## config.mk

```make
export PLATFORM = sky130hd
export DESIGN_NAME = tag_set_table
export DESIGN_NICKNAME = d
export VERILOG_FILES = /design/src/hw/rtl/tst_pkg.sv /design/src/hw/rtl/tst_store.sv /design/src/hw/rtl/tst_ctrl.sv /design/src/hw/rtl/tag_set_table.sv
export SDC_FILE = /design/constraint.sdc
export NUM_CORES = 1
export LEC_CHECK = 0
export BUFFER_PORTS_ARGS = -buffer_cell sky130_fd_sc_hd__buf_2
export CORE_UTILIZATION = 29
export CTS_CLUSTER_DIAMETER = 30
export DETAILED_ROUTE_END_ITERATION = 7
export REMOVE_ABC_BUFFERS = 1
export SYNTH_ARGS = -nofsm -noshare
export SYNTH_HDL_FRONTEND = slang
export SYNTH_SLANG_ARGS = --single-unit
```

## constraint.sdc

```tcl
create_clock -name clock -period 4.4 [get_ports clock]
set_input_delay 0.88 -clock clock [delete_from_list [all_inputs] [get_ports clock]]
set_output_delay 0.88 -clock clock [all_outputs]
set_load 0.01 [all_outputs]
```

## src/hw/rtl/tst_pkg.sv

```systemverilog
// Shared types and constants of the tag set table: op and status codes,
// sequencer states, port widths and the slot memory control group. No dependencies.
package tst_pkg;

   // Default sizes, handed to the top level as parameter defaults.
   localparam int DEF_CAPACITY = 16;
   localparam int DEF_TAG_BITS = 16;

   // Fixed widths of the beat fields.
   localparam int REQ_OP_W    = 2;
   localparam int REQ_TAG_W   = 16;
   localparam int STATUS_W    = 3;
   localparam int RSP_SLOT_W  = 4;
   localparam int RSP_COUNT_W = 5;

   // Request operation codes; the fourth code is unused and rejected.
   typedef enum logic [REQ_OP_W-1:0] {
      OP_ADD    = 2'd0,
      OP_REMOVE = 2'd1,
      OP_QUERY  = 2'd2
   } op_type;

   // Result status codes.
   typedef enum logic [STATUS_W-1:0] {
      STS_ADDED    = 3'd0,
      STS_ALREADY  = 3'd1,
      STS_FULL     = 3'd2,
      STS_REMOVED  = 3'd3,
      STS_NOTFOUND = 3'd4,
      STS_PRESENT  = 3'd5,
      STS_ABSENT   = 3'd6,
      STS_INVALID  = 3'd7
   } status_type;

   // Sequencer states.
   typedef enum logic [1:0] {
      S_IDLE,
      S_SCAN,
      S_DECIDE
   } state_type;

   // Read and write enables of the slot memory.
   typedef struct packed {
      logic rd_en;
      logic wr_en;
   } ram_ctl_type;

endpackage

```

## src/hw/rtl/tst_store.sv

```systemverilog
// Slot memory of the tag set table: one write port, one registered read port.
// Depends on tst_pkg for the memory control group.
module tst_store #(
   parameter int CAPACITY = 16,
   parameter int SLOT_W   = 16
) (
   input  logic                        clock,
   input  tst_pkg::ram_ctl_type        ram_ctl,
   input  logic [$clog2(CAPACITY)-1:0] rd_addr,
   input  logic [$clog2(CAPACITY)-1:0] wr_addr,
   input  logic [SLOT_W-1:0]           wr_data,
   output logic [SLOT_W-1:0]           rd_data
);
   import tst_pkg::*;

   logic [SLOT_W-1:0] mem [CAPACITY];
   logic [SLOT_W-1:0] rd_data_ff;

   // Write port.
   always_ff @(posedge clock) begin
      if (ram_ctl.wr_en) begin
         mem[wr_addr] <= wr_data;
      end
   end

   // Registered read port.
   always_ff @(posedge clock) begin
      if (ram_ctl.rd_en) begin
         rd_data_ff <= mem[rd_addr];
      end
   end

   assign rd_data = rd_data_ff;

endmodule

```

## src/hw/rtl/tst_ctrl.sv

```systemverilog
// Sequencer and shared comparator of the tag set table: scans the written
// slots one per cycle, then decides and writes back. Depends on tst_pkg.
module tst_ctrl #(
   parameter int CAPACITY = 16,
   parameter int SLOT_W   = 16
) (
   input  logic                              clock,
   input  logic                              reset,
   input  logic                              start,
   output logic                              busy,
   input  logic [tst_pkg::REQ_OP_W-1:0]      op,
   input  logic [tst_pkg::REQ_TAG_W-1:0]     tag,
   output tst_pkg::ram_ctl_type              ram_ctl,
   output logic [$clog2(CAPACITY)-1:0]       rd_addr,
   output logic [$clog2(CAPACITY)-1:0]       wr_addr,
   output logic [SLOT_W-1:0]                 wr_data,
   input  logic [SLOT_W-1:0]                 rd_data,
   output logic                              rsp_valid,
   output logic [tst_pkg::STATUS_W-1:0]      rsp_status,
   output logic [tst_pkg::RSP_SLOT_W-1:0]    rsp_slot,
   output logic [tst_pkg::RSP_COUNT_W-1:0]   rsp_tag_count
);
   import tst_pkg::*;

   localparam int IW = $clog2(CAPACITY);
   localparam int CW = $clog2(CAPACITY + 1);

   state_type state_ff, state_in;
   op_type    op_ff, op_in;
   logic [SLOT_W-1:0] tag_ff, tag_in;
   logic              bad_ff, bad_in;
   logic [CW-1:0]     idx_ff, idx_in;
   logic              pend_ff, pend_in;
   logic [IW-1:0]     cmp_idx_ff, cmp_idx_in;
   logic              hit_ff, hit_in;
   logic [IW-1:0]     hit_idx_ff, hit_idx_in;
   logic              free_ff, free_in;
   logic [IW-1:0]     free_idx_ff, free_idx_in;
   logic [CW-1:0]     fill_ff, fill_in;
   logic [CW-1:0]     count_ff, count_in;
   logic              rsp_valid_ff, rsp_valid_in;
   status_type        rsp_status_ff, rsp_status_in;
   logic [RSP_SLOT_W-1:0]  rsp_slot_ff, rsp_slot_in;
   logic [RSP_COUNT_W-1:0] rsp_count_ff, rsp_count_in;

   logic [SLOT_W-1:0] tag_m;
   logic              req_ok;
   logic              accept;
   logic              scan_issue;
   logic              hit_now;
   logic              free_now;
   logic              last_cmp;
   logic              scan_done;
   logic              ram_wr_en;
   status_type        status_d;
   logic [IW-1:0]     slot_d;
   logic [31:0]       slot_wide;
   logic [31:0]       count_wide;

   // Request decode: the tag is taken modulo the stored tag width.
   assign tag_m  = tag[SLOT_W-1:0];
   assign req_ok = (tag_m != '0) && (op inside {OP_ADD, OP_REMOVE, OP_QUERY});
   assign accept = start && (state_ff == S_IDLE);

   // Shared comparator on the slot just read back.
   assign scan_issue = (state_ff == S_SCAN) && (idx_ff < fill_ff) && !hit_ff;
   assign hit_now    = (state_ff == S_SCAN) && pend_ff && (rd_data == tag_ff);
   assign free_now   = (state_ff == S_SCAN) && pend_ff && (rd_data == '0);
   assign last_cmp   = pend_ff && ((CW'(cmp_idx_ff) + CW'(1)) == fill_ff);
   assign scan_done  = hit_now || last_cmp;

   // Next state.
   always_comb begin
      state_in = state_ff;
      case (state_ff)
         S_IDLE: begin
            if (start) begin
               state_in = (req_ok && (fill_ff != '0)) ? S_SCAN : S_DECIDE;
            end
         end
         S_SCAN: begin
            if (scan_done) begin
               state_in = S_DECIDE;
            end
         end
         S_DECIDE: begin
            state_in = S_IDLE;
         end
         default: begin
            state_in = S_IDLE;
         end
      endcase
   end

   // Outcome of the operation once the scan is over.
   always_comb begin
      status_d = STS_INVALID;
      slot_d   = '0;
      wr_addr  = '0;
      wr_data  = '0;
      fill_in  = fill_ff;
      count_in = count_ff;
      ram_wr_en = 1'b0;
      if (!bad_ff) begin
         case (op_ff)
            OP_ADD: begin
               if (hit_ff) begin
                  status_d = STS_ALREADY;
                  slot_d   = hit_idx_ff;
               end else if (free_ff) begin
                  status_d = STS_ADDED;
                  slot_d   = free_idx_ff;
               end else if (fill_ff < CW'(CAPACITY)) begin
                  status_d = STS_ADDED;
                  slot_d   = fill_ff[IW-1:0];
               end else begin
                  status_d = STS_FULL;
               end
            end
            OP_REMOVE: begin
               status_d = hit_ff ? STS_REMOVED : STS_NOTFOUND;
               slot_d   = hit_ff ? hit_idx_ff : '0;
            end
            OP_QUERY: begin
               status_d = hit_ff ? STS_PRESENT : STS_ABSENT;
               slot_d   = hit_ff ? hit_idx_ff : '0;
            end
            default: begin
               status_d = STS_INVALID;
            end
         endcase
      end
      // The write-back and the counters move only in the decide cycle.
      if (state_ff == S_DECIDE) begin
         wr_addr = slot_d;
         if (status_d == STS_ADDED) begin
            ram_wr_en = 1'b1;
            wr_data  = tag_ff;
            count_in = count_ff + CW'(1);
            if (!free_ff) begin
               fill_in = fill_ff + CW'(1);
            end
         end else if (status_d == STS_REMOVED) begin
            ram_wr_en = 1'b1;
            if (count_ff != '0) begin
               count_in = count_ff - CW'(1);
            end
         end
      end
   end

   // Outputs of the sequencer: busy flag and the memory ports.
   always_comb begin
      busy          = (state_ff != S_IDLE);
      ram_ctl.rd_en = scan_issue;
      ram_ctl.wr_en = ram_wr_en;
      rd_addr       = idx_ff[IW-1:0];
   end

   // Scan bookkeeping and request capture.
   always_comb begin
      op_in       = op_ff;
      tag_in      = tag_ff;
      bad_in      = bad_ff;
      idx_in      = idx_ff;
      pend_in     = scan_issue;
      cmp_idx_in  = scan_issue ? idx_ff[IW-1:0] : cmp_idx_ff;
      hit_in      = hit_ff;
      hit_idx_in  = hit_idx_ff;
      free_in     = free_ff;
      free_idx_in = free_idx_ff;
      if (accept) begin
         op_in   = op_type'(op);
         tag_in  = tag_m;
         bad_in  = !req_ok;
         idx_in  = '0;
         hit_in  = 1'b0;
         free_in = 1'b0;
      end else if (state_ff == S_SCAN) begin
         if (scan_issue) begin
            idx_in = idx_ff + CW'(1);
         end
         if (hit_now) begin
            hit_in     = 1'b1;
            hit_idx_in = cmp_idx_ff;
         end
         // Only the lowest empty slot is kept.
         if (free_now && !free_ff) begin
            free_in     = 1'b1;
            free_idx_in = cmp_idx_ff;
         end
      end
   end

   // Result beat, registered from the decide cycle.
   always_comb begin
      slot_wide     = 32'(slot_d);
      count_wide    = 32'(count_in);
      rsp_valid_in  = (state_ff == S_DECIDE);
      rsp_status_in = status_d;
      rsp_slot_in   = slot_wide[RSP_SLOT_W-1:0];
      rsp_count_in  = count_wide[RSP_COUNT_W-1:0];
   end

   // Control registers.
   always_ff @(posedge clock) begin
      if (reset) begin
         state_ff     <= S_IDLE;
         fill_ff      <= '0;
         count_ff     <= '0;
         pend_ff      <= 1'b0;
         hit_ff       <= 1'b0;
         free_ff      <= 1'b0;
         bad_ff       <= 1'b1;
         rsp_valid_ff <= 1'b0;
      end else begin
         state_ff     <= state_in;
         fill_ff      <= fill_in;
         count_ff     <= count_in;
         pend_ff      <= pend_in;
         hit_ff       <= hit_in;
         free_ff      <= free_in;
         bad_ff       <= bad_in;
         rsp_valid_ff <= rsp_valid_in;
      end
   end

   // Payload registers.
   always_ff @(posedge clock) begin
      op_ff         <= op_in;
      tag_ff        <= tag_in;
      idx_ff        <= idx_in;
      cmp_idx_ff    <= cmp_idx_in;
      hit_idx_ff    <= hit_idx_in;
      free_idx_ff   <= free_idx_in;
      rsp_status_ff <= rsp_status_in;
      rsp_slot_ff   <= rsp_slot_in;
      rsp_count_ff  <= rsp_count_in;
   end

   assign rsp_valid     = rsp_valid_ff;
   assign rsp_status    = rsp_status_ff;
   assign rsp_slot      = rsp_slot_ff;
   assign rsp_tag_count = rsp_count_ff;

endmodule

```

## src/hw/rtl/tag_set_table.sv

```systemverilog
// Top level of the tag set table: the sequencer and the slot memory.
// Depends on tst_pkg, tst_ctrl and tst_store.
//
// Usage. A request beat (req_op, req_tag) is taken at a rising edge where
// start is high and busy is low. Op 0 adds the tag, 1 removes it, 2 asks
// whether it is held; a zero tag or op 3 is answered as invalid at once.
// Exactly one result beat follows per request: rsp_valid is high for one
// cycle with rsp_status, rsp_slot and rsp_tag_count (tags held afterwards).
// The receiver cannot stall, so results are never held back or dropped.
// Scan. The sequencer reads the written slots, those below the fill mark,
// one per cycle through the single read port of the slot memory and checks
// each with one comparator; a match ends the scan early. An invalid request
// or an empty table skips the scan and goes straight to the decide step.
// busy falls in the cycle that shows the result, and a new request may be
// taken in that same cycle.
// Reset. A synchronous reset empties the table at once: fill mark and count
// return to zero, and slots at or above the fill mark read as empty, so no
// clearing pass is needed.
module tag_set_table #(
   parameter int CAPACITY = tst_pkg::DEF_CAPACITY,
   parameter int TAG_BITS = tst_pkg::DEF_TAG_BITS
) (
   input  logic                              clock,
   input  logic                              reset,
   input  logic                              start,
   output logic                              busy,
   input  logic [tst_pkg::REQ_OP_W-1:0]      req_op,
   input  logic [tst_pkg::REQ_TAG_W-1:0]     req_tag,
   output logic                              rsp_valid,
   output logic [tst_pkg::STATUS_W-1:0]      rsp_status,
   output logic [tst_pkg::RSP_SLOT_W-1:0]    rsp_slot,
   output logic [tst_pkg::RSP_COUNT_W-1:0]   rsp_tag_count
);
   import tst_pkg::*;

   // Stored tag width: the beat carries at most REQ_TAG_W bits.
   localparam int SLOT_W = (TAG_BITS < REQ_TAG_W) ? TAG_BITS : REQ_TAG_W;
   localparam int IW     = $clog2(CAPACITY);

   ram_ctl_type       ram_ctl;
   logic [IW-1:0]     rd_addr;
   logic [IW-1:0]     wr_addr;
   logic [SLOT_W-1:0] wr_data;
   logic [SLOT_W-1:0] rd_data;

   // Sequencer with the shared comparator.
   tst_ctrl #(
      .CAPACITY (CAPACITY),
      .SLOT_W   (SLOT_W)
   ) u_ctrl (
      .clock         (clock),
      .reset         (reset),
      .start         (start),
      .busy          (busy),
      .op            (req_op),
      .tag           (req_tag),
      .ram_ctl       (ram_ctl),
      .rd_addr       (rd_addr),
      .wr_addr       (wr_addr),
      .wr_data       (wr_data),
      .rd_data       (rd_data),
      .rsp_valid     (rsp_valid),
      .rsp_status    (rsp_status),
      .rsp_slot      (rsp_slot),
      .rsp_tag_count (rsp_tag_count)
   );

   // Slot memory.
   tst_store #(
      .CAPACITY (CAPACITY),
      .SLOT_W   (SLOT_W)
   ) u_store (
      .clock   (clock),
      .ram_ctl (ram_ctl),
      .rd_addr (rd_addr),
      .wr_addr (wr_addr),
      .wr_data (wr_data),
      .rd_data (rd_data)
   );

endmodule

```

==> impl_results.md, run 1 <==
- Vias in the first global route: 7057
- Clock Path Buffers: 3
- Main synth FF type: edfxtp_1
- PostCTS Resize Cnt: 0
- Clock power frac: between 50% and 60%
- Synth-to-layout area growth: 22.7%
- Top cell type's share of synthesized area: 67.5%
- Worst Setup Path Type: flip-flop to flip-flop
- YS warnings: 0
- Core Region: around 46000 um^2
- Routed via count: about 6900
- Initial antenna violation count: 0
- Unrepaired setup endpoints after global routing: false
- Grt met2 use: around a fifth
- Asr flop ratio synth: 0%
- Comb power frac: 1.3%
- Worst min path class: flip-flop to flip-flop
- Post-DP HPWL: approximately 18000 um
- Die height: ~220 um
- Leakage: about 5.3 nW
- Post-Place Cell Area: between 10000 and 15000 um^2
- Die area: about 47000 um^2
- Sw frac: roughly a fifth
- Power density over cell area: 497 nW/um^2
- Setup TNS: 0 ns
- Io pins: 35
- Crit end category: flip-flop
- Max cap viols: 0
- 1st-pass router iterations: 5
- Hold-fix buffers, CTS: 0
- Worst skew pair latency: 0.58 ns
- Share of cells above drive strength 1: between 30% and 40%
- Final Hold Viols: 0
- Design area: between 15000 and 20000 um^2
- CTS buffer count: 59
- Fmax achieved: approximately 290 MHz
- Most frequent cells in the layout: edfxtp_1 (302), mux4_2 (80), clkbuf_16 (59)
- DR DRC count: 0
- Final Setup Violations: 0
- Synthesized area: 13400 um^2
- First-pass GRT wire length: 44200 um
- Worst vdd ir: ~310 uV
- Pin slew with the least headroom to its limit: around 1.1 ns
- M1 GR Usage: between 10% and 20%
- FF+latch count, synth: approximately 340
- Clock transition at path regs: approximately 0.050 ns
- Crit share post-route: between 70% and 80%
- Clk sinks: ~340
- Cell row count: approximately 80
- Wire length per cell: between 20 and 25 um
- Worst Clk Skew: about 0.018 ns
- Port bufs: 34
- Register area share after synthesis: between 70 and 80%
- Reg-to-reg startpoint: u_ctrl.op_ff[0]$_DFFE_PP_
- CP startpoint kind: flip-flop
- Worst Reg-to-Reg Cells: 6
- Commonest non-fill, non-tap cell in the layout: edfxtp_1
- Largest net degree at the start of global routing: just under 70
- Worst hold path endpoint: u_ctrl.idx_ff[4]$_SDFFE_PP0P_
- Post-Route WL: roughly 29000 um
- Gate Count Post-Synth: 716
- Worst hold stages: 1
- Run status: completed
- Reg-to-reg endpoint: u_store.mem[12][4]$_DFFE_PP_
- Die Width: approximately 220 um
- Met3 usage: 3.48%
- H-Tree Depth: 2
- Tot GR Track Use: 12.6%
- Synth area leaders: edfxtp_1 (68%), mux4_2 (13%), dfxtp_1 (5.1%)
- Post-CTS Setup Repair Bufs: 0
- Seq pwr share: between 40% and 50%
- Busiest layer in global routing: met2
- Post-detailed-route count of antenna-violating nets: 0
- Vias per inst: between 4 and 5
- Nets: around 840
- Avg Cell Area, Syn: between 15 and 20 um^2
- Worst slew margin: about a quarter
- Worst-path fanout max: 16
- Slew Limit Fails: 0
- GRT Residual Overflow: 0
- Cell variety after synth: 56
- Starting Density: 29.5%
- Worst Hold Launch: u_ctrl.idx_ff[4]$_SDFFE_PP0P_
- Switching pwr: between 1.5 and 2 mW
- Critical path arrival: between 3 and 4 ns
- CTS tree: done
- Post-synth EDFFs: a little over 300
- Post-route minimum period: roughly 3.5 ns
- # diodes: 0
- Root buffer cell: clkbuf_16
- P_int: about 6.5 mW
- Largest area contributor in the netlist: edfxtp_1
- GP Congestion: around 0.82
- Reg2Reg Setup Slack: 0.91 ns
- Critical Path RT: approximately 4.6 ns
- Starting DRT DRC Count: roughly 630
-- power groups by stage --
| stage | clock (mW) | combinational (mW) | sequential [mW] |
|---|---|---|---|
| floorplan | 0 | 0.0598 | 3.54 |
| global placement | 0 | 0.103 | 3.55 |
| detailed placement | 0 | 0.106 | 3.55 |
| CTS | 4.69 | 0.106 | 3.48 |
| global route | 4.84 | 0.116 | 3.48 |
| finish | 4.61 | 0.106 | 3.49 |
-- worst max-delay path by stage --
stage / slack, ns / cells after the start / endpoint / startpoint
after CTS: 0.91 / 6 / u_store.mem[12][5]$_DFFE_PP_ / u_ctrl.op_ff[0]$_DFFE_PP_
final: 0.91 / 6 / u_store.mem[12][4]$_DFFE_PP_ / u_ctrl.op_ff[0]$_DFFE_PP_
after global routing: 0.76 / 6 / u_store.mem[12][5]$_DFFE_PP_ / u_ctrl.op_ff[0]$_DFFE_PP_
after global placement: 1.0 / 6 / u_store.mem[14][11]$_DFFE_PP_ / u_ctrl.op_ff[0]$_DFFE_PP_
after floorplan: 0.04 / 5 / u_ctrl.cmp_idx_ff[0]$_DFFE_PP_ / u_ctrl.idx_ff[0]$_SDFFE_PP0P_
after detailed placement: 0.92 / 6 / u_store.mem[14][11]$_DFFE_PP_ / u_ctrl.op_ff[0]$_DFFE_PP_
-- metal layers --
| layer | wire, um | part of all wire [%] | vias to the layer above |
|---|---|---|---|
| met5 | 0 | 0 | - |
| met4 | 442 | 1.5 | 0 |
| met3 | 2170 | 7.4 | 44 |
| met2 | 13200 | 45 | 226 |
| met1 | 13500 | 46 | 3539 |
| li1 | - | - | 3100 |
-- critical path, cell delays in order, from the launching register on --
cell and delay [ns]:
edfxtp_1 0.44, ha_1 0.26, or2_2 0.34, nor3_1 0.36, nand2b_1 0.26, or4_1 0.61
nor2_2 0.83
-- cell families (layout without fill, tap and decap cells) --
kind of cell / after synthesis / after routing / synth area share, %
DFF: 336 / 336 / 72.6
adders and majority gates: 16 / 16 / 1.49
muxes: 86 / 86 / 13.9
buffers and inverters: 44 / 177 / 1.36
and+or+nand+nor: 157 / 157 / 6.38
xor gates and xnor gates: 25 / 25 / 1.63
AOI/OAI and AO/OA: 52 / 52 / 2.71
-- through the flow --
| step | worst slack (ns) | utilization (%) | hold WS, ns | std cells | total power [mW] |
|---|---|---|---|---|---|
| 2_1_floorplan | 0.0391 | - | 0.438 | 687 | 3.60 |
| 3_3_place_gp | 1.00 | 31.7 | 0.461 | 1339 | 3.65 |
| 3_5_place_dp | 0.922 | 31.7 | 0.472 | 1339 | 3.65 |
| 4_1_cts | 0.914 | 36.2 | 0.466 | 1449 | 8.28 |
| 5_1_grt | 0.760 | 36.2 | 0.475 | 1449 | 8.44 |
| 6_report | 0.906 | 36.2 | 0.473 | 1449 | 8.20 |
-- Yosys cell counts (3+ instances only) --
cell type / instances
edfxtp_1: 302
mux4_2: 80
nor2_1: 43
dfxtp_1: 34
clkbuf_1: 20
and3_1: 18
nand2_1: 18
xnor2_1: 17
ha_1: 16
inv_1: 15
a21oi_1: 13
nand3_1: 12
nor4_1: 11
nor3_1: 10
nor2b_1: 8
o21ai_0: 8
xor2_1: 8
mux2i_1: 6
buf_2: 5
nand2b_1: 5
nand4_1: 5
a22oi_1: 4
nand3b_1: 4
nand4b_1: 4
or3_1: 4
or4_1: 4
a211o_1: 3
nor3_2: 3
-- final cells by class --
class                           instances  area [um^2]
Tap cell                              600          751
Clock buffer                           65         1500
Timing Repair Buffer                   52          318
Multi-Input combinational cell        336         3560
Clock inverter                         45          546
Sequential cell                       336         9760
Inverter                               15         56.3
Fill cell                            4193        29100
-- sequential cells by signal (all words and copies together), names as in the netlist, 2 cells and up --
signal / count
u_store.mem: 256
u_ctrl.tag_ff: 16
u_store.rd_data: 16
u_ctrl.count_ff: 5
u_ctrl.fill_ff: 5
u_ctrl.idx_ff: 5
u_ctrl.rsp_tag_count: 5
u_ctrl.cmp_idx_ff: 4
u_ctrl.free_idx_ff: 4
u_ctrl.hit_idx_ff: 4
u_ctrl.rsp_slot: 4
u_ctrl.rsp_status: 3
u_ctrl.op_ff: 2
u_ctrl.state_ff: 2
(Power assumes the default switching activity.)
==> run 2: changes to the inputs <==
==> constraint.sdc (replaced) <==
create_clock -name clock -period 3.5 [get_ports clock]
set_input_delay 0.7 -clock clock [delete_from_list [all_inputs] [get_ports clock]]
set_output_delay 0.7 -clock clock [all_outputs]
set_load 0.01 [all_outputs]
==> run 2 against run 1 <==
Effect of this change:
- sequential power grew 26%
- hold slack worse by 0.15 ns
- global-route usage rose by 1.0 points
- non-clock buffer count rose by 28
- sequential cell count unchanged
- critical path depth grew 1
- power rose by 23%
- maximum frequency increased by 14%
- combinational power up 30%
- setup slack worse by 0.48 ns
- routed wire length grew 7.3%
- clock skew up 0.0089 ns
- critical path type unchanged
- critical endpoint is now u_store.mem[14][12]$_DFFE_PP_
==> impl_results.md, run 2 (synthesis results as in run 1) <==
- Run status: completed (unchanged)
- # fillers: 4165 (was 4193)
- Worst path cell trace: ha_1, or2_2, nor3_1, nand2b_1, or4_1, nor2_2, buf_12 (was ha_1, or2_2, nor3_1, nand2b_1, or4_1, nor2_2)
- Largest net degree at the start of global routing: 35 (was 69)
- Pin slew with the least headroom to its limit: 0.906 ns (was 1.14 ns)
- CTS buffer count: 57 (was 59)
- Max stage delay on crit path: 0.63 ns (was 0.83 ns)
- Hold-fix buffers, CTS: 0 (unchanged)
- Root buffer cell: clkbuf_16 (unchanged)
- Post-detailed-route count of antenna-violating nets: 0 (unchanged)
- Setup TNS: 0 ns (unchanged)
- Worst hold path endpoint: u_ctrl.tag_ff[9]$_DFFE_PP_ (was u_ctrl.idx_ff[4]$_SDFFE_PP0P_)
- Crit path buf inv count: 1 (was 0)
- Io pins: 35 (unchanged)
- Share of cells above drive strength 1: 32.8% (was 31.1%)
- Leakage: 5.45 nW (was 5.28 nW)
- Final Hold Viols: 0 (unchanged)
- Routed via count: 7217 (was 6909)
- Die Width: 217 um (unchanged)
- GRT Residual Overflow: 0 (unchanged)
- DR DRC count: 0 (unchanged)
- Worst slew margin: 39.5% (was 23.7%)
- Vias in the first global route: 7308 (was 7057)
- Post-Route WL: 31400 um (was 29300 um)
- Switching pwr: 2.11 mW (was 1.73 mW)
- Most frequent cells in the layout: edfxtp_1 (302), mux4_2 (80), clkbuf_16 (58) (was edfxtp_1 (302), mux4_2 (80), clkbuf_16 (59))
- Clk sinks: 336 (unchanged)
- Worst-path fanout max: 13 (was 16)
- # diodes: 0 (unchanged)
- Worst Setup Path Type: flip-flop to flip-flop (unchanged)
- Commonest non-fill, non-tap cell in the layout: edfxtp_1 (unchanged)
- P_int: 7.98 mW (was 6.47 mW)
- Die area: 47200 um^2 (unchanged)
- Post-CTS Setup Repair Bufs: 0 (unchanged)
- Reg-to-reg startpoint: u_ctrl.op_ff[0]$_DFFE_PP_ (unchanged)
- 1st-pass router iterations: 6 (was 5)
- Final Hold Slack: 0.321 ns (was 0.473 ns)
- Worst hold stages: 1 (unchanged)
- Crit end category: flip-flop (unchanged)
- Fmax achieved: 325 MHz (was 286 MHz)
- CTS tree: done (unchanged)
- Reg-to-reg endpoint: u_store.mem[14][12]$_DFFE_PP_ (was u_store.mem[12][4]$_DFFE_PP_)
- Clock power frac: 55.3% (was 56.2%)
- Worst min path class: input pin to flip-flop (was flip-flop to flip-flop)
- Clock transition at path regs: 0.05 ns (about the same)
- Unrepaired setup endpoints after global routing: false (unchanged)
- Tot GR Track Use: 13.6% (was 12.6%)
- Worst Clk Skew: 0.0267 ns (was 0.0178 ns)
- Critical path's slowest cell: or4_1 (was nor2_2)
- Power density over cell area: 607 nW/um^2 (was 497 nW/um^2)
- Starting Density: 29.5% (unchanged)
- Critical path arrival: 3.36 ns (was 3.68 ns)
- Nets: 863 (was 837)
- Critical Path RT: 3.78 ns (was 4.59 ns)
- Post-DP HPWL: 20400 um (was 17900 um)
- Worst skew pair latency: 0.58 ns (about the same)
- H-Tree Depth: 2 (unchanged)
- Fin util: 36.5% (was 36.2%)
- Largest register FFs: 256 (unchanged)
- Register bank with the most flops: u_store.mem (unchanged)
- Seq pwr share: 43.3% (was 42.5%)
- Wire length per cell: 21.3 um (was 20.2 um)
- First-pass GRT wire length: 47300 um (was 44200 um)
- Crit share post-route: 87.9% (was 79.4%)
- Clock Path Buffers: 3 (unchanged)
- Synth-to-layout area growth: 23.8% (was 22.7%)
- Final Setup Violations: 0 (unchanged)
- Design area: 16600 um^2 (was 16500 um^2)
- Port bufs: 34 (unchanged)
- Core Region: 45600 um^2 (unchanged)
- Comb power frac: 1.4% (was 1.3%)
- PostCTS Resize Cnt: 0 (unchanged)
- Initial antenna violation count: 0 (unchanged)
- GP Congestion: 0.814 (was 0.821)
- Starting DRT DRC Count: 784 (was 628)
- Sw frac: 20.9% (was 21.1%)
- Post-Place Cell Area: 14700 um^2 (was 14400 um^2)
- Vias per inst: 4.90 (was 4.77)
- Post-route minimum period: 3.08 ns (was 3.49 ns)
- Die height: 217 um (unchanged)
- Reg2Reg Setup Slack: 0.42 ns (was 0.91 ns)
- Crit path max-delay family: simple AND/OR/NAND/NOR gates (unchanged)
- CP startpoint kind: flip-flop (unchanged)
- Slew Limit Fails: 0 (unchanged)
- Cell row count: 78 (unchanged)
- Worst Hold Launch: req_tag[9] (was u_ctrl.idx_ff[4]$_SDFFE_PP0P_)
- Worst vdd ir: 402 uV (was 313 uV)
- Worst Reg-to-Reg Cells: 7 (was 6)
- Max cap viols: 0 (unchanged)
run 2: cell count changes in the layout (fill, tap and decap cells not counted), moves of 2 or more:
cell        before  now
inv_6           10    7
buf_12           1    3
buf_4           17   43
clkinvlp_4      12   10
clkinv_1         1    4
run 2: worst max path at each step:
stage          cells after the start  slack (ns)                     startpoint                              to
2_1_floorplan                      5       -0.86  u_ctrl.idx_ff[0]$_SDFFE_PP0P_  u_ctrl.cmp_idx_ff[0]$_DFFE_PP_
3_3_place_gp                       7        0.50      u_ctrl.op_ff[0]$_DFFE_PP_   u_store.mem[14][11]$_DFFE_PP_
3_5_place_dp                       7        0.44      u_ctrl.op_ff[0]$_DFFE_PP_   u_store.mem[14][10]$_DFFE_PP_
4_1_cts                            7        0.44      u_ctrl.op_ff[0]$_DFFE_PP_   u_store.mem[14][12]$_DFFE_PP_
5_1_grt                            8        0.23      u_ctrl.op_ff[0]$_DFFE_PP_   u_store.mem[14][12]$_DFFE_PP_
6_report                           7        0.42      u_ctrl.op_ff[0]$_DFFE_PP_   u_store.mem[14][12]$_DFFE_PP_
run 2: routing by layer:
metal  track usage, %  wire [um]  up-vias
met1             20.7      15000     3779
met3             3.13       2320       44
met2             19.3      13600      250
li1                 -          -     3144
met5                0          0        -
met4             3.80        490        0
run 2: power groups by stage:
stage,logic (mW),clock network [mW],registers [mW]
after floorplan,0.0752,0,4.45
after global placement,0.135,0,4.45
after detailed placement,0.138,0,4.45
after CTS,0.138,5.68,4.37
after global routing,0.153,5.87,4.37
final,0.138,5.58,4.38
run 2: final cells by class:
class / count / area, um^2 / share of cell area (%)
flip-flops and latches: 336 / 9760 / 58.7
multi-input cells: 336 / 3560 / 21.4
clock inverters: 43 / 484 / 2.91
inverters: 15 / 56.3 / 0.339
clock buffers: 63 / 1470 / 8.84
repair buffers: 80 / 553 / 3.33
well taps: 600 / 751 / 4.51
run 2: metrics by stage:
step	setup slack [ns]	instances	power, mW
2_1_floorplan	-0.861	687	4.52
3_3_place_gp	0.502	1367	4.59
3_5_place_dp	0.439	1367	4.59
4_1_cts	0.437	1473	10.2
5_1_grt	0.234	1473	10.4
6_report	0.423	1473	10.1
==> run 3: changes to the inputs <==
--- a/config.mk
+++ b/config.mk
@@ -5,11 +5,13 @@
 export SDC_FILE = /design/constraint.sdc
 export NUM_CORES = 1
 export LEC_CHECK = 0
+export ABC_AREA = 1
 export BUFFER_PORTS_ARGS = -buffer_cell sky130_fd_sc_hd__buf_2
 export CORE_UTILIZATION = 29
 export CTS_CLUSTER_DIAMETER = 30
 export DETAILED_ROUTE_END_ITERATION = 7
 export REMOVE_ABC_BUFFERS = 1
+export SLEW_MARGIN = 10
 export SYNTH_ARGS = -nofsm -noshare
 export SYNTH_HDL_FRONTEND = slang
 export SYNTH_SLANG_ARGS = --single-unit
==> constraint.sdc (replaced) <==
create_clock -name clock -period 4 [get_ports clock]
set_input_delay 0.8 -clock clock [delete_from_list [all_inputs] [get_ports clock]]
set_output_delay 0.8 -clock clock [all_outputs]
set_load 0.01 [all_outputs]
==> run 3 against run 2 <==
Effect of this change:
- setup slack improved by 0.60 ns
- sequential share of layout area decreased by 1.7 points
- count of clock-buffer cells in the layout increased by 5
- global-route usage increased by 0.59 points
- critical path depth increased by 4
- die area increased by 4.3%
- sequential cell count unchanged
- largest power group unchanged
==> impl_results.md, run 3 <==
- Reg-to-reg endpoint: u_store.mem[2][13]$_DFFE_PP_ (was u_store.mem[14][12]$_DFFE_PP_)
- Worst slew margin: 27.3% (was 39.5%)
- Fmax achieved: 336 MHz (was 325 MHz)
- Port bufs: 34 (unchanged)
- FF+latch count, synth: 336 (unchanged)
- Tot GR Track Use: 14.2% (was 13.6%)
- Cell variety after synth: 41 (was 56)
- Core Region: 47700 um^2 (was 45600 um^2)
- Power density over cell area: 536 nW/um^2 (was 607 nW/um^2)
- CTS buffer count: 61 (was 57)
- Leakage: 6.28 nW (was 5.45 nW)
- Initial antenna violation count: 0 (unchanged)
- Commonest non-fill, non-tap cell in the layout: edfxtp_1 (unchanged)
- Slew Limit Fails: 0 (unchanged)
- Register area share after synthesis: 69.6% (was 72.6%)
- Worst skew pair latency: 0.61 ns (was 0.58 ns)
- Post-detailed-route count of antenna-violating nets: 0 (unchanged)
- Worst Reg-to-Reg Cells: 11 (was 7)
- Hold-fix buffers, CTS: 0 (unchanged)
- Vias per inst: 4.91 (was 4.90)
- Switching pwr: 1.87 mW (was 2.11 mW)
- CP startpoint kind: flip-flop (unchanged)
- CTS tree: done (unchanged)
- Top cell type's share of synthesized area: 64.7% (was 67.5%)
- Run status: completed (unchanged)
- Pin slew with the least headroom to its limit: 1.09 ns (was 0.906 ns)
- Wire length per cell: 18.3 um (was 21.3 um)
- Post-synth EDFFs: 302 (unchanged)
- Seq pwr share: 41.5% (was 43.3%)
- Reg-to-reg startpoint: u_ctrl.op_ff[0]$_DFFE_PP_ (unchanged)
- Die height: 222 um (was 217 um)
- Synthesized area: 14000 um^2 (was 13400 um^2)
- Register bank with the most flops: u_store.mem (unchanged)
- Clock power frac: 57.3% (was 55.3%)
- Worst Clk Skew: 0.0652 ns (was 0.0267 ns)
- Top-count cell post-synth: edfxtp_1 (unchanged)
- Cell row count: 80 (was 78)
- Fin util: 35.9% (was 36.5%)
- CP most frequent cell: inv_1
- Die area: 49200 um^2 (was 47200 um^2)
- Nets: 1291 (was 863)
- Worst-path fanout max: 9 (was 13)
- Crit path max-delay family: simple AND/OR/NAND/NOR gates (unchanged)
- Worst vdd ir: 354 uV (was 402 uV)
- Clock transition at path regs: 0.05 ns (about the same)
- Routed via count: 9427 (was 7217)
- Worst Hold Launch: req_tag[9] (unchanged)
- PostCTS Resize Cnt: 0 (unchanged)
- Final Setup Violations: 0 (unchanged)
- H-Tree Depth: 2 (unchanged)
- Critical Path RT: 4.30 ns (was 3.78 ns)
- Critical path arrival: 3.28 ns (was 3.36 ns)
- Largest register FFs: 256 (unchanged)
- Starting Density: 29.4% (was 29.5%)
- Comb power frac: 1.2% (was 1.4%)
- Post-DP HPWL: 21200 um (was 20400 um)
- Asr flop ratio synth: 0% (unchanged)
- Largest net degree at the start of global routing: 75 (was 35)
- Final Hold Viols: 0 (unchanged)
- Setup WS pre-CTS: 1.04 ns (was 0.439 ns)
- Final WS setup: 1.03 ns (was 0.423 ns)
- Root buffer cell: clkbuf_16 (unchanged)
- Worst path depth: 11 (was 7)
- Worst Setup Path Type: flip-flop to flip-flop (unchanged)
- Most frequent cells in the layout: edfxtp_1 (302), nor2_1 (241), nand2_1 (122) (was edfxtp_1 (302), mux4_2 (80), clkbuf_16 (58))
- Avg Cell Area, Syn: 11.9 um^2 (was 18.8 um^2)
- Worst path cell trace: inv_1, ha_1, nor2_1, inv_1, nand3_1, nand2_1, inv_1, nor2_1, nand3_1, nor2_2, buf_4 (was ha_1, or2_2, nor3_1, nand2b_1, or4_1, nor2_2, buf_12)
- Largest area contributor in the netlist: edfxtp_1 (unchanged)
- GP Congestion: 0.822 (was 0.814)
- Worst hold path endpoint: u_ctrl.tag_ff[9]$_DFFE_PP_ (unchanged)
- Max cap viols: 0 (unchanged)
- Pwr Total: 9.18 mW (was 10.1 mW)
- Crit end category: flip-flop (unchanged)
- Worst min path class: input pin to flip-flop (unchanged)
- Clk sinks: 336 (unchanged)
- Post-route minimum period: 2.97 ns (was 3.08 ns)
- Io pins: 35 (unchanged)
- Die Width: 222 um (was 217 um)
- Critical path's slowest cell: nor2_2 (was or4_1)
- Synth area leaders: edfxtp_1 (65%), nor2_1 (6.9%), dfxtp_1 (4.9%) (was edfxtp_1 (68%), mux4_2 (13%), dfxtp_1 (5.1%))
- First-pass GRT wire length: 53800 um (was 47300 um)
- Sw frac: 20.4% (was 20.9%)
- Worst hold stages: 1 (unchanged)
- P_int: 7.31 mW (was 7.98 mW)
- Gate Count Post-Synth: 1181 (was 716)
- Main synth FF type: edfxtp_1 (unchanged)
- Most frequent cells after synthesis: edfxtp_1 (302), nor2_1 (256), nand2_1 (122), o21ai_0 (112), inv_1 (56) (was edfxtp_1 (302), mux4_2 (80), nor2_1 (43), dfxtp_1 (34), clkbuf_1 (20))
- Post-CTS Setup Repair Bufs: 0 (unchanged)
- Crit share post-route: 74.4% (was 87.9%)
- Vias in the first global route: 9063 (was 7308)
- Crit path buf inv count: 4 (was 1)
- Post-Route WL: 35100 um (was 31400 um)
- YS warnings: 0 (unchanged)
- GRT Residual Overflow: 0 (unchanged)
- Max stage delay on crit path: 0.69 ns (was 0.63 ns)
- DR DRC count: 0 (unchanged)
- Share of cells above drive strength 1: 16.1% (was 32.8%)
- Starting DRT DRC Count: 815 (was 784)
- # diodes: 0 (unchanged)
- 1st-pass router iterations: 6 (unchanged)
- Clock Path Buffers: 3 (unchanged)
- Reg2Reg Setup Slack: 1.03 ns (was 0.42 ns)
- Unrepaired setup endpoints after global routing: false (unchanged)
- Synth-to-layout area growth: 22.3% (was 23.8%)
-- run 3: layout make-up --
cell class / instances / area (um^2)
Timing Repair Buffer: 64 / 408
Tap cell: 615 / 769
Fill cell: 4523 / 30600
Multi-Input combinational cell: 728 / 3810
Sequential cell: 336 / 9760
Clock buffer: 68 / 1560
Clock inverter: 45 / 586
Inverter: 63 / 243
-- run 3: stage by stage --
stage | cells | hold slack [ns] | setup TNS [ns] | cell area (um^2)
floorplan | 1127 | 0.465 | -23.91 | 13800
global placement | 1806 | 0.484 | 0 | 15000
detailed placement | 1806 | 0.490 | 0 | 15000
CTS | 1919 | 0.379 | 0 | 17100
global route | 1919 | 0.384 | 0 | 17100
finish | 1919 | 0.397 | 0 | 17100
-- run 3: logic make-up (layout without fill, tap and decap cells) --
group / after synthesis / after routing / share of synthesized area (%)
AOI/OAI and AO/OA: 201 / 201 / 8.82
xor gates and xnor gates: 21 / 21 / 1.31
adders and majority gates: 16 / 16 / 1.43
muxes: 9 / 9 / 0.643
buffers and inverters: 117 / 240 / 3.52
and+or+nand+nor: 481 / 481 / 14.7
DFF: 336 / 336 / 69.6
-- run 3: worst max-delay path by stage --
stage | slack [ns] | end | from
2_1_floorplan | -1.44 | u_store.rd_data[0]$_DFFE_PP_ | u_ctrl.idx_ff[0]$_SDFFE_PP0P_
3_3_place_gp | 1.16 | u_store.mem[2][4]$_DFFE_PP_ | u_ctrl.op_ff[0]$_DFFE_PP_
3_5_place_dp | 1.04 | u_store.mem[4][3]$_DFFE_PP_ | u_ctrl.op_ff[0]$_DFFE_PP_
4_1_cts | 1.08 | u_store.mem[14][3]$_DFFE_PP_ | u_ctrl.op_ff[0]$_DFFE_PP_
5_1_grt | 0.82 | u_store.mem[3][0]$_DFFE_PP_ | u_ctrl.op_ff[0]$_DFFE_PP_
6_report | 1.03 | u_store.mem[2][13]$_DFFE_PP_ | u_ctrl.op_ff[0]$_DFFE_PP_
-- run 3: power groups by stage --
| stage | clock network (mW) | logic [mW] | registers (mW) |
|---|---|---|---|
| finish | 5.27 | 0.107 | 3.81 |
| detailed placement | 0 | 0.107 | 3.88 |
| global route | 5.50 | 0.119 | 3.81 |
| CTS | 5.34 | 0.107 | 3.81 |
| global placement | 0 | 0.106 | 3.88 |
| floorplan | 0 | 0.0609 | 3.88 |
-- run 3: metal layers --
metal / global-route usage, % / wire, um / up-vias
met4: 4.19 / 805 / 0
met2: 22.2 / 16000 / 353
met5: 0 / 0 / -
li1: - / - / 4389
met3: 2.96 / 2650 / 68
met1: 19.8 / 15700 / 4617
-- run 3: worst reg2reg max path: cells and delay by family, from the launching register on --
kind,cells,cell delay (ns)
adder cells (fa/ha/maj),1,0.24
AND/OR/NAND/NOR,6,1.42
buffers and inverters,4,0.61
flip-flops,1,0.44
